--- config.mk ---
export PLATFORM = sky130hd
export DESIGN_NAME = dram_address_mapper_core
export DESIGN_NICKNAME = d
export VERILOG_FILES = /design/src/hw/rtl/dam_pkg.sv /design/src/hw/rtl/dram_address_mapper_core.sv /design/src/hw/rtl/dam_plan.sv
export SDC_FILE = /design/constraint.sdc
export NUM_CORES = 2
export LEC_CHECK = 0
export ABC_AREA = 0
export BUFFER_PORTS_ARGS = -buffer_cell sky130_fd_sc_hd__buf_2
export CAP_MARGIN = 15
export CORE_MARGIN = 2
export CORE_UTILIZATION = 34
export CTS_CLUSTER_SIZE = 12
export DETAILED_ROUTE_END_ITERATION = 10
export GPL_TIMING_DRIVEN = 0
export PLACE_DENSITY_LB_ADDON = 0.2
export SLEW_MARGIN = 30
export SYNTH_ARGS = -nofsm -noshare
export SYNTH_HDL_FRONTEND = slang
export SYNTH_SLANG_ARGS = --single-unit
--- constraint.sdc ---
create_clock -name clk -period 10.1 [get_ports clk]
set_clock_uncertainty 0.2 [all_clocks]
set_input_delay 1.01 -clock clk [delete_from_list [all_inputs] [get_ports clk]]
set_output_delay 1.01 -clock clk [all_outputs]
set_load 0.02 [all_outputs]
--- src/hw/rtl/dam_pkg.sv ---
`timescale 1ns / 1ps
// ----------------------------------------------------------------------------
// dam_pkg
// Shared types, constants and helpers for the DRAM address mapper: register
// codes, the piece layout of each mapping scheme and the stage structs.
// ----------------------------------------------------------------------------
package dam_pkg;

  localparam int DAM_ADDR_WIDTH = 64;

  // Configuration port
  localparam int CFG_INDEX_W = 3;
  localparam int CFG_DATA_W  = 5;

  typedef enum logic [CFG_INDEX_W-1:0] {
    REG_SCHEME_SELECT    = 3'd0,
    REG_CHANNEL_BITS     = 3'd1,
    REG_RANK_BITS        = 3'd2,
    REG_BANK_BITS        = 3'd3,
    REG_ROW_BITS         = 3'd4,
    REG_COLUMN_BITS      = 3'd5,
    REG_BYTE_OFFSET_BITS = 3'd6,
    REG_COLUMN_LOW_BITS  = 3'd7
  } cfg_reg_t;

  // Split interleave scheme code; all lower codes are plain field orders
  localparam logic [2:0] SCHEME_SPLIT = 3'd7;

  typedef struct packed {
    logic [2:0] scheme_select;
    logic [2:0] channel_bits;
    logic [2:0] rank_bits;
    logic [2:0] bank_bits;
    logic [4:0] row_bits;
    logic [4:0] column_bits;
    logic [2:0] byte_offset_bits;
    logic [2:0] column_low_bits;
  } cfg_t;

  localparam cfg_t CFG_RESET = '{
    scheme_select:    3'd0,
    channel_bits:     3'd0,
    rank_bits:        3'd1,
    bank_bits:        3'd3,
    row_bits:         5'd14,
    column_bits:      5'd10,
    byte_offset_bits: 3'd3,
    column_low_bits:  3'd3
  };

  // Address pieces. Plain schemes use only the low piece of bank, row and
  // column; the split scheme uses all of them.
  localparam int NUM_PIECES = 9;
  localparam int PIECE_W    = 4;
  localparam int OFF_W      = 7;   // offsets up to 83
  localparam int WID_W      = 5;   // piece widths up to 31
  localparam int ALIGN_W    = 4;   // byte offset + burst bits, up to 14

  localparam logic [PIECE_W-1:0] P_CHAN    = 4'd0;
  localparam logic [PIECE_W-1:0] P_RANK    = 4'd1;
  localparam logic [PIECE_W-1:0] P_BANK_LO = 4'd2;
  localparam logic [PIECE_W-1:0] P_BANK_HI = 4'd3;
  localparam logic [PIECE_W-1:0] P_ROW_LO  = 4'd4;
  localparam logic [PIECE_W-1:0] P_ROW_HI  = 4'd5;
  localparam logic [PIECE_W-1:0] P_COL_LO  = 4'd6;
  localparam logic [PIECE_W-1:0] P_COL_MID = 4'd7;
  localparam logic [PIECE_W-1:0] P_COL_HI  = 4'd8;

  // Piece order from the low address end, one row per scheme. Plain rows
  // end with the pieces they leave at zero width.
  localparam logic [PIECE_W-1:0] PIECE_ORDER [8][NUM_PIECES] = '{
    '{P_BANK_LO, P_COL_LO,  P_ROW_LO,  P_RANK,    P_CHAN,
      P_BANK_HI, P_ROW_HI,  P_COL_MID, P_COL_HI},
    '{P_RANK,    P_BANK_LO, P_COL_LO,  P_ROW_LO,  P_CHAN,
      P_BANK_HI, P_ROW_HI,  P_COL_MID, P_COL_HI},
    '{P_ROW_LO,  P_COL_LO,  P_BANK_LO, P_RANK,    P_CHAN,
      P_BANK_HI, P_ROW_HI,  P_COL_MID, P_COL_HI},
    '{P_COL_LO,  P_ROW_LO,  P_BANK_LO, P_RANK,    P_CHAN,
      P_BANK_HI, P_ROW_HI,  P_COL_MID, P_COL_HI},
    '{P_BANK_LO, P_RANK,    P_COL_LO,  P_ROW_LO,  P_CHAN,
      P_BANK_HI, P_ROW_HI,  P_COL_MID, P_COL_HI},
    '{P_COL_LO,  P_RANK,    P_BANK_LO, P_ROW_LO,  P_CHAN,
      P_BANK_HI, P_ROW_HI,  P_COL_MID, P_COL_HI},
    '{P_CHAN,    P_BANK_LO, P_RANK,    P_COL_LO,  P_ROW_LO,
      P_BANK_HI, P_ROW_HI,  P_COL_MID, P_COL_HI},
    '{P_CHAN,    P_COL_LO,  P_RANK,    P_BANK_LO, P_COL_MID,
      P_ROW_LO,  P_BANK_HI, P_ROW_HI,  P_COL_HI}
  };

  // Where each piece sits in the working address
  typedef struct packed {
    logic [NUM_PIECES-1:0][OFF_W-1:0] off;
    logic [NUM_PIECES-1:0][WID_W-1:0] wid;
    logic [ALIGN_W-1:0]               align;
  } plan_t;

  // Extracted pieces, each cut to what survives in the outputs
  typedef struct packed {
    logic [3:0]  chan;
    logic [3:0]  rank;
    logic [3:0]  bank_lo;
    logic [2:0]  bank_hi;
    logic [19:0] row_lo;
    logic [15:0] row_hi;
    logic [15:0] col_lo;
    logic        col_mid;
    logic [8:0]  col_hi;
  } pieces_t;

  // Signed width to piece width; zero or negative gives zero
  function automatic logic [WID_W-1:0] clamp_width(logic signed [OFF_W-1:0] w);
    return w[OFF_W-1] ? '0 : w[WID_W-1:0];
  endfunction

endpackage

--- src/hw/rtl/dram_address_mapper_core.sv ---
`timescale 1ns / 1ps
// Pipeline: the accepting edge loads the input register, then the alignment
//   shift, piece extraction and output assembly are each registered in turn.
// Throughput: one request per cycle while out_ready holds; stages advance
//   independently, so a stalled output only holds back the stages behind it.
// Reset: synchronous; clears all stage valid bits and loads the register
//   reset values. Register writes reach the mapping in the following cycle.
// ----------------------------------------------------------------------------
// dram_address_mapper_core
// Splits a byte address into channel, rank, bank, row and column under one
// of eight mapping schemes and flags addresses not aligned to a burst.
// ----------------------------------------------------------------------------
module dram_address_mapper_core #(
  parameter int ADDR_WIDTH = dam_pkg::DAM_ADDR_WIDTH
) (
  input  logic                         clk,
  input  logic                         rst,
  // configuration
  input  logic                         cfg_write_enable,
  input  logic [dam_pkg::CFG_INDEX_W-1:0] cfg_index,
  input  logic [dam_pkg::CFG_DATA_W-1:0]  cfg_data,
  // request
  input  logic                         in_valid,
  output logic                         in_ready,
  input  logic [63:0]                  physical_address,
  // result
  output logic                         out_valid,
  input  logic                         out_ready,
  output logic [3:0]                   channel,
  output logic [3:0]                   rank,
  output logic [3:0]                   bank,
  output logic [19:0]                  row,
  output logic [15:0]                  column,
  output logic                         unaligned
);
  import dam_pkg::*;

  localparam int XW = ADDR_WIDTH + 32;

  cfg_t  cfg;
  plan_t plan;

  logic                  v0, v1, v2;
  logic                  rdy1, rdy2, rdy3;
  logic [ADDR_WIDTH-1:0] addr0;
  logic [ADDR_WIDTH-1:0] work1, work1_next;
  logic                  unal1, unal1_next;
  logic                  unal2;
  pieces_t               pieces2, pieces2_next;

  // Cut one piece out of the working address, zero past its top
  function automatic logic [31:0] take_piece(logic [ADDR_WIDTH-1:0] w,
                                             logic [OFF_W-1:0] off,
                                             logic [WID_W-1:0] wid);
    logic [XW-1:0] ext;
    ext = {32'd0, w} >> off;
    return ext[31:0] & ~(32'hFFFF_FFFF << wid);
  endfunction

  // Mapping registers
  always_ff @(posedge clk) begin
    if (rst) begin
      cfg <= CFG_RESET;
    end else if (cfg_write_enable) begin
      unique case (cfg_reg_t'(cfg_index))
        REG_SCHEME_SELECT:    cfg.scheme_select    <= cfg_data[2:0];
        REG_CHANNEL_BITS:     cfg.channel_bits     <= cfg_data[2:0];
        REG_RANK_BITS:        cfg.rank_bits        <= cfg_data[2:0];
        REG_BANK_BITS:        cfg.bank_bits        <= cfg_data[2:0];
        REG_ROW_BITS:         cfg.row_bits         <= cfg_data;
        REG_COLUMN_BITS:      cfg.column_bits      <= cfg_data;
        REG_BYTE_OFFSET_BITS: cfg.byte_offset_bits <= cfg_data[2:0];
        REG_COLUMN_LOW_BITS:  cfg.column_low_bits  <= cfg_data[2:0];
        default: ;
      endcase
    end
  end

  dam_plan u_plan (
    .clk  (clk),
    .cfg  (cfg),
    .plan (plan)
  );

  // Stage handshake: a stage moves when it is empty or its successor moves
  assign rdy3     = !out_valid || out_ready;
  assign rdy2     = !v2 || rdy3;
  assign rdy1     = !v1 || rdy2;
  assign in_ready = !v0 || rdy1;

  always_ff @(posedge clk) begin
    if (rst) begin
      v0        <= 1'b0;
      v1        <= 1'b0;
      v2        <= 1'b0;
      out_valid <= 1'b0;
    end else begin
      if (in_ready) v0        <= in_valid;
      if (rdy1)     v1        <= v0;
      if (rdy2)     v2        <= v1;
      if (rdy3)     out_valid <= v2;
    end
  end

  // Stage 0: capture the request address
  always_ff @(posedge clk) begin
    if (in_ready && in_valid) addr0 <= physical_address[ADDR_WIDTH-1:0];
  end

  // Stage 1: drop byte-offset and burst bits, check alignment
  always_comb begin
    work1_next = addr0 >> plan.align;
    unal1_next = |(addr0 & ~({ADDR_WIDTH{1'b1}} << plan.align));
  end

  always_ff @(posedge clk) begin
    if (rdy1 && v0) begin
      work1 <= work1_next;
      unal1 <= unal1_next;
    end
  end

  // Stage 2: extract all pieces in parallel
  always_comb begin
    logic [NUM_PIECES-1:0][31:0] raw;
    for (int i = 0; i < NUM_PIECES; i++) begin
      raw[i] = take_piece(work1, plan.off[i], plan.wid[i]);
    end
    pieces2_next.chan    = raw[P_CHAN][3:0];
    pieces2_next.rank    = raw[P_RANK][3:0];
    pieces2_next.bank_lo = raw[P_BANK_LO][3:0];
    pieces2_next.bank_hi = raw[P_BANK_HI][2:0];
    pieces2_next.row_lo  = raw[P_ROW_LO][19:0];
    pieces2_next.row_hi  = raw[P_ROW_HI][15:0];
    pieces2_next.col_lo  = raw[P_COL_LO][15:0];
    pieces2_next.col_mid = raw[P_COL_MID][0];
    pieces2_next.col_hi  = raw[P_COL_HI][8:0];
  end

  always_ff @(posedge clk) begin
    if (rdy2 && v1) begin
      pieces2 <= pieces2_next;
      unal2   <= unal1;
    end
  end

  // Stage 3: merge pieces into the result fields
  always_ff @(posedge clk) begin
    if (rdy3 && v2) begin
      channel   <= pieces2.chan;
      rank      <= pieces2.rank;
      bank      <= pieces2.bank_lo | {pieces2.bank_hi, 1'b0};
      row       <= pieces2.row_lo | {pieces2.row_hi, 4'b0000};
      column    <= pieces2.col_lo | {9'd0, pieces2.col_mid, 6'd0}
                   | {pieces2.col_hi, 7'd0};
      unaligned <= unal2;
    end
  end

endmodule

--- src/hw/rtl/dam_plan.sv ---
`timescale 1ns / 1ps
// ----------------------------------------------------------------------------
// dam_plan
// Turns the mapping registers into a registered table of piece offsets and
// widths, plus the alignment shift. Follows the registers in the next cycle.
// ----------------------------------------------------------------------------
module dam_plan (
  input  logic          clk,
  input  dam_pkg::cfg_t cfg,
  output dam_pkg::plan_t plan
);
  import dam_pkg::*;

  plan_t plan_next;

  // Piece widths per scheme, then offsets as a running sum along the order
  always_comb begin
    logic signed [OFF_W-1:0]       wcol;
    logic [NUM_PIECES-1:0][WID_W-1:0] wid;
    logic [OFF_W-1:0]              acc;
    logic [PIECE_W-1:0]            p;

    wcol = signed'({2'b00, cfg.column_bits}) - signed'({4'b0000, cfg.column_low_bits});
    wid  = '0;
    wid[P_CHAN] = {2'b00, cfg.channel_bits};
    wid[P_RANK] = {2'b00, cfg.rank_bits};

    if (cfg.scheme_select == SCHEME_SPLIT) begin
      wid[P_BANK_LO] = WID_W'(1);
      wid[P_BANK_HI] = clamp_width(signed'({4'b0000, cfg.bank_bits}) - OFF_W'(1));
      wid[P_ROW_LO]  = WID_W'(4);
      wid[P_ROW_HI]  = clamp_width(signed'({2'b00, cfg.row_bits}) - OFF_W'(4));
      wid[P_COL_LO]  = WID_W'(6);
      wid[P_COL_MID] = WID_W'(1);
      wid[P_COL_HI]  = clamp_width(wcol - OFF_W'(7));
    end else begin
      wid[P_BANK_LO] = {2'b00, cfg.bank_bits};
      wid[P_ROW_LO]  = cfg.row_bits;
      wid[P_COL_LO]  = clamp_width(wcol);
    end

    plan_next.off = '0;
    acc = '0;
    for (int i = 0; i < NUM_PIECES; i++) begin
      p = PIECE_ORDER[cfg.scheme_select][i];
      plan_next.off[p] = acc;
      acc = acc + {2'b00, wid[p]};
    end
    plan_next.wid   = wid;
    plan_next.align = {1'b0, cfg.byte_offset_bits} + {1'b0, cfg.column_low_bits};
  end

  always_ff @(posedge clk) begin
    plan <= plan_next;
  end

endmodule

* Word-level counts from Yosys, hierarchy flattened
Memory sizes are Yosys's and may differ from the RTL's.
Index checks and enable logic that the tools add are counted.
** Cells by class
- Reduce and logical (&&, ||, !) cells :: 30
- Shift operators :: 20
- Magnitude comparators :: 18
- Multipliers :: 0
- Add/sub/neg operators :: 12
- Bitwise gates (word level) :: 26
- Divide/modulo/power cells :: 0
- Equality and inequality tests :: 8
- Muxes and demuxes :: 51
** Operator list (count)
- bitwise mux 63 bit :: 7
- demux 7 bit (select 4 bit) :: 8
- right shift 64 x 7 -> 4 bit :: 3
- binary-select mux 5 bit (select 4 bit) :: 8
- right shift 64 x 7 -> 16 bit :: 2
- two-way mux 5 bit :: 16
- two-way mux 36 bit :: 2
- AND 64 bit :: 1
- inverter 64 bit :: 1
- OR reduction 64 bit :: 1
- left shift 32 x 3 -> 4 bit, first input constant :: 2
- left shift 32 x 5 -> 16 bit, first input constant :: 2
- left shift 64 x 4 -> 64 bit, first input constant :: 1
- right shift 64 x 4 -> 64 bit :: 1
- right shift 64 x 7 -> 1 bit :: 1
- right shift 64 x 7 -> 20 bit :: 1
- right shift 64 x 7 -> 3 bit :: 1
- right shift 64 x 7 -> 9 bit :: 1
- AND 61 x 63 -> 63 bit :: 1
- two-way mux 7 bit :: 8
- less-than comparator 4 x 5 -> 1 bit, second input constant :: 9
- adder 7 x 5 -> 7 bit :: 6
- AND 16 bit :: 2
- >= comparator 4 x 1 -> 1 bit, second input constant :: 8
- other kinds (38) :: 72
** Word-level totals
- RAM bits :: 0
- ROM bits :: 288
- Latch bits :: 0
- Memories :: 1
- Logic and storage cells :: 216
- Bits in registers :: 396
** Memory list
- (name not given) :: words 8, width 36, rd ports 1, clocked after memory_dff 0, wr ports 0, RTL line dam_plan.sv:45 : p = PIECE_ORDER[cfg.scheme_select][i];

* Logic depth before layout (Yosys ltp)
- Word-level depth :: 16
- Depth in mapped cells :: 38

* By module
A second synthesis with hierarchy kept.
** Second synthesis, totals
- Cell total of the unflattened synthesis :: 3766
- Area, all modules :: 42742.2 um^2
** By module, submodules not included
- dram_address_mapper_core :: seq. area each 8328.0 um^2, times used 1, cells an instance 2974, area an instance 36344.9 um^2
- dam_plan :: seq. area each 2001.9 um^2, times used 1, cells an instance 792, area an instance 6397.4 um^2

* Worst setup path before layout
OpenSTA, ideal clock, no wires.
- Path kind :: register to register
- Start :: reg cfg[26] (netlist name)
- End :: reg u_plan.plan[111] (netlist name)
- Stages on the path, launching flop included :: 36
- Arrival time :: 7.631 ns
- Period minus slack after synthesis :: 7.903 ns
- Slack :: 2.197 ns
- Required time :: 9.828 ns
- Cells stage by stage :: dfxtp_1 > inv_1 > clkbuf_1 > ha_1 > a21oi_1 > o41ai_1 > a22o_1 > ha_1 > fa_1 > inv_1 > fa_1 > inv_1 > ha_1 > a21o_1 > a21oi_1 > xor2_1 > inv_1 > ha_1 > or2_2 > o21ai_0 > inv_1 > ha_1 > or3_1 > nand2_1 > inv_1 > ha_1 > inv_1 > xnor2_1 > inv_1 > ha_1 > inv_1 > nor2_1 > nor2_1 > nor2b_1 > o21ai_0 > xor2_1

==> impl_metrics.yaml <==
grt:
  antenna_found_initial: 25
  grt_usage: 0.3376
  grt_pass1_vias: 35770
  grt_max_degree: 26
  grt_pass1_wl_um: 281200
  overflow: 0
drt:
  vias: 38010
  ant_nets: 0
  routedWlPerCell_um: 36.58
  vias_per_cell: 6.827
  routed_wl_um: 203700
  dr.first_iter.drc_count: 6285
  drc: 0
  drt_pre_antenna_iters: 9
logic_synthesis:
  synth_fa_ha_area_frac: 0.02114
  synth_top_family_by_area: "multiplexers"
  synthMuxAreaShare: 0.3925
  async_flop_share: 0
  ys.flop_type: "edfxtp_1"
  yosysWarnings: 0
  ys_seq_area_frac: 0.2645
  synthesis.area_um2: 39060
  synth_enable_flop_cells: 256
  synthXorXnorAreaFrac: 0.01009
  yosys.area_share.simple: 0.1017
  synth.distinct_cells: 81
  ys_ff_latch: 388
  synthCells: 3807
  avgSynthCellArea_um2: 10.26
  synth_compound_area_frac: 0.1525
sta:
  max_clock_freq_mhz: 103.1
  worst_hold_slack_ps: 215.8
  setup_violations: 0
  worstMarginPinSlew_ps: 1294
  fin_ws_ps: 405.1
  slew_viol_final: 0
  relSlewSlack: 0.1371
  fin_crit_sh: 0.9599
  min_period_ps: 9695
  finalHoldViolations: 0
  rsz0062_at_grt: "no"
critical_path:
  path_buf_inv: 11
  worst_path_max_delay_cell: "fa_1"
  cp_max_fo: 12
  worst_setup_path_start_kind: "flip-flop"
  critPathMaxStageDelay_ps: 730
  critical_path_arrival_ps: 10010
  crit_required_ps: 10410
  critical-path-top-delay-family: "adder cells"
  crit_type: "flip-flop to flip-flop"
  endpoint_kind: "flip-flop"
  crit_top_cell: "inv_1"
place:
  gp_congestion: 1.091
  port_buffers: 124
  preCtsSetupSlack_ps: -1325
  placedCellCount: 5462
  hpwl_um: 152600
power_and_ir_drop:
  leakagePower_nw: 15.46
  power_density_nw_per_um2: 279.9
  ir_worst_vdd_mv: 0.1507
  power_mw: 12.29
floorplanning:
  die-area_um2: 117600
  core_um2: 114200
  fp-row-count: 124
  ios: 128
  fp.dieW_um: 342.9
  start_util: 0.3421
  die_y_um: 342.9
cells_and_area:
  layout.nets: 4137
  area_growth_pct: 12.40
  drive_above_1_share: 0.2582
  fillers: 11490
  instances_no_fill: 5568
clock_tree:
  cts_buffer_depth: 3
  htree_levels: 2
  cts_made_buffers: 47
  clock_latency_ps: 660
  cts_root_buf: "clkbuf_16"
  cts.sinks: 388
  path_clk_slew_ps: 70
  cts_tree: "built"
  cts_hold_buf: 0
worst_hold_path:
  hold_path.class: "flip-flop to flip-flop"
run_status:
  status: "complete, no violations"
run:
  cap_violations: 0
-- cell type report --
class                      instances  area (um^2)  share of cell area
multi-input combinational       2870        26730              0.6088
buffer                           470         2009             0.04577
sequential                       388        10330              0.2353
timing repair buffer             143        973.4             0.02217
clock inverter                    23        241.5            0.005500
tap                             1512         1892             0.04309
antenna                           17        42.54           0.0009690
inverter                          81        307.8            0.007011
clock buffer                      64         1378             0.03138
-- routing by layer --
layer / share of wire / vias to the layer above / global-route usage
met5: 0.00087 / - / 0
met4: 0.077 / 17 / 0.2047
met3: 0.13 / 724 / 0.1272
met2: 0.41 / 3160 / 0.4748
met1: 0.38 / 18940 / 0.4378
li1: - / 15170 / -
-- metrics by stage --
step / area [um^2] / setup TNS (ps) / util
2_1_floorplan: 39070 / 0 / -
3_3_place_gp: 41580 / -178200 / 0.3642
3_5_place_dp: 42050 / -8841 / 0.3682
4_1_cts: 43730 / 0 / 0.3830
5_1_grt: 43880 / 0 / 0.3843
6_report: 43900 / 0 / 0.3845
-- flip-flops by register name, summed over array words and instances (netlist names), 4 cells and up --
register and count:
addr0 64, bank 4, cfg 28, channel 4, column 16, pieces2 77, rank 4, row 20
u_plan.plan 100, work1 64
-- final timing paths --
check	startpoint	to	slack, ps	cells after the start
worst max-delay path	cfg[26]$_SDFFE_PP0P_	u_plan.plan[111]$_DFF_P_	410	36
worst min-delay path	pieces2[69]$_DFFE_PP_	rank[0]$_DFFE_PP_	220	0
worst max register to register	cfg[26]$_SDFFE_PP0P_	u_plan.plan[111]$_DFF_P_	410	36
worst min register to register	pieces2[69]$_DFFE_PP_	rank[0]$_DFFE_PP_	220	0
-- cell usage in the layout, fill, tap and decap left out, drive strengths merged, types with 15 or more instances in the layout --
cell type,instances
a2111oi,33
dfxtp,132
nor2b,94
xnor2,21
and2,28
a211o,15
ha,50
nor3,49
nand2b,16
inv,79
edfxtp,256
mux4,457
nand3,24
o21ai,213
a211oi,163
clkinv,18
clkbuf,358
buf,319
mux2i,383
nor2,313
diode,17
o22ai,44
mux2,107
o211ai,22
nand2,274
a221oi,17
or2,39
a21oi,302
a31oi,17
-- cells in the mapped netlist (12+ instances only) --
master | n | area (um^2)
mux4_2 | 457 | 10290
mux2i_1 | 383 | 3834
nor2_1 | 312 | 1171
a21oi_1 | 300 | 1501
clkbuf_1 | 294 | 1104
nand2_1 | 274 | 1028
edfxtp_1 | 256 | 7687
o21ai_0 | 212 | 1061
a211oi_1 | 163 | 1224
dfxtp_1 | 132 | 2643
buf_2 | 109 | 545.5
mux2_2 | 107 | 1205
nor2b_1 | 93 | 581.8
inv_1 | 73 | 274.0
buf_1 | 58 | 217.7
ha_1 | 50 | 625.6
nor3_1 | 49 | 245.2
o22ai_1 | 44 | 275.3
or2_2 | 39 | 244.0
a2111oi_0 | 33 | 289.0
and2_1 | 26 | 162.7
nand3_1 | 24 | 120.1
o211ai_1 | 22 | 165.2
xnor2_1 | 19 | 166.4
a221oi_1 | 17 | 148.9
a31oi_1 | 17 | 106.4
nand2b_1 | 16 | 100.1
a211o_1 | 15 | 131.4
o21a_1 | 14 | 105.1
a21o_1 | 13 | 97.59
xor2_1 | 12 | 105.1
-- where the power goes --
part,leakage [nW],total [mW],internal (mW),switching [mW]
combinational,11.2,8.33,3.37,4.96
clock,0.780,1.77,1.04,0.734
sequential,3.46,2.18,1.92,0.261
-- worst register-to-register path, delay by kind of cell (launching register included) --
family / cells / cell delay (ps)
XOR/XNOR: 3 / 870
flip-flops: 1 / 330
buffers and inverters: 11 / 1790
AO/OA/AOI/OAI: 7 / 1970
adder cells (fa/ha/maj): 9 / 3270
AND/OR/NAND/NOR: 6 / 1130
-- cell families (layout without fill, tap and decap cells) --
kind of cell / count (synthesis) / in the layout
mux: 947 / 947
compound gates: 945 / 945
simple gates: 877 / 877
buf+inv: 552 / 781
flops: 388 / 388
fa+ha+maj: 61 / 61
xor+xnor: 36 / 36
other cells: 1 / 21
-- timing repair --
action,4_1_cts,5_1_grt
resized for setup,14,18
setup endpoints to repair,12,7
pin swaps,0,2
buffers inserted,0,2
hold endpoints to repair,0,0
(Power assumes the default switching activity.)
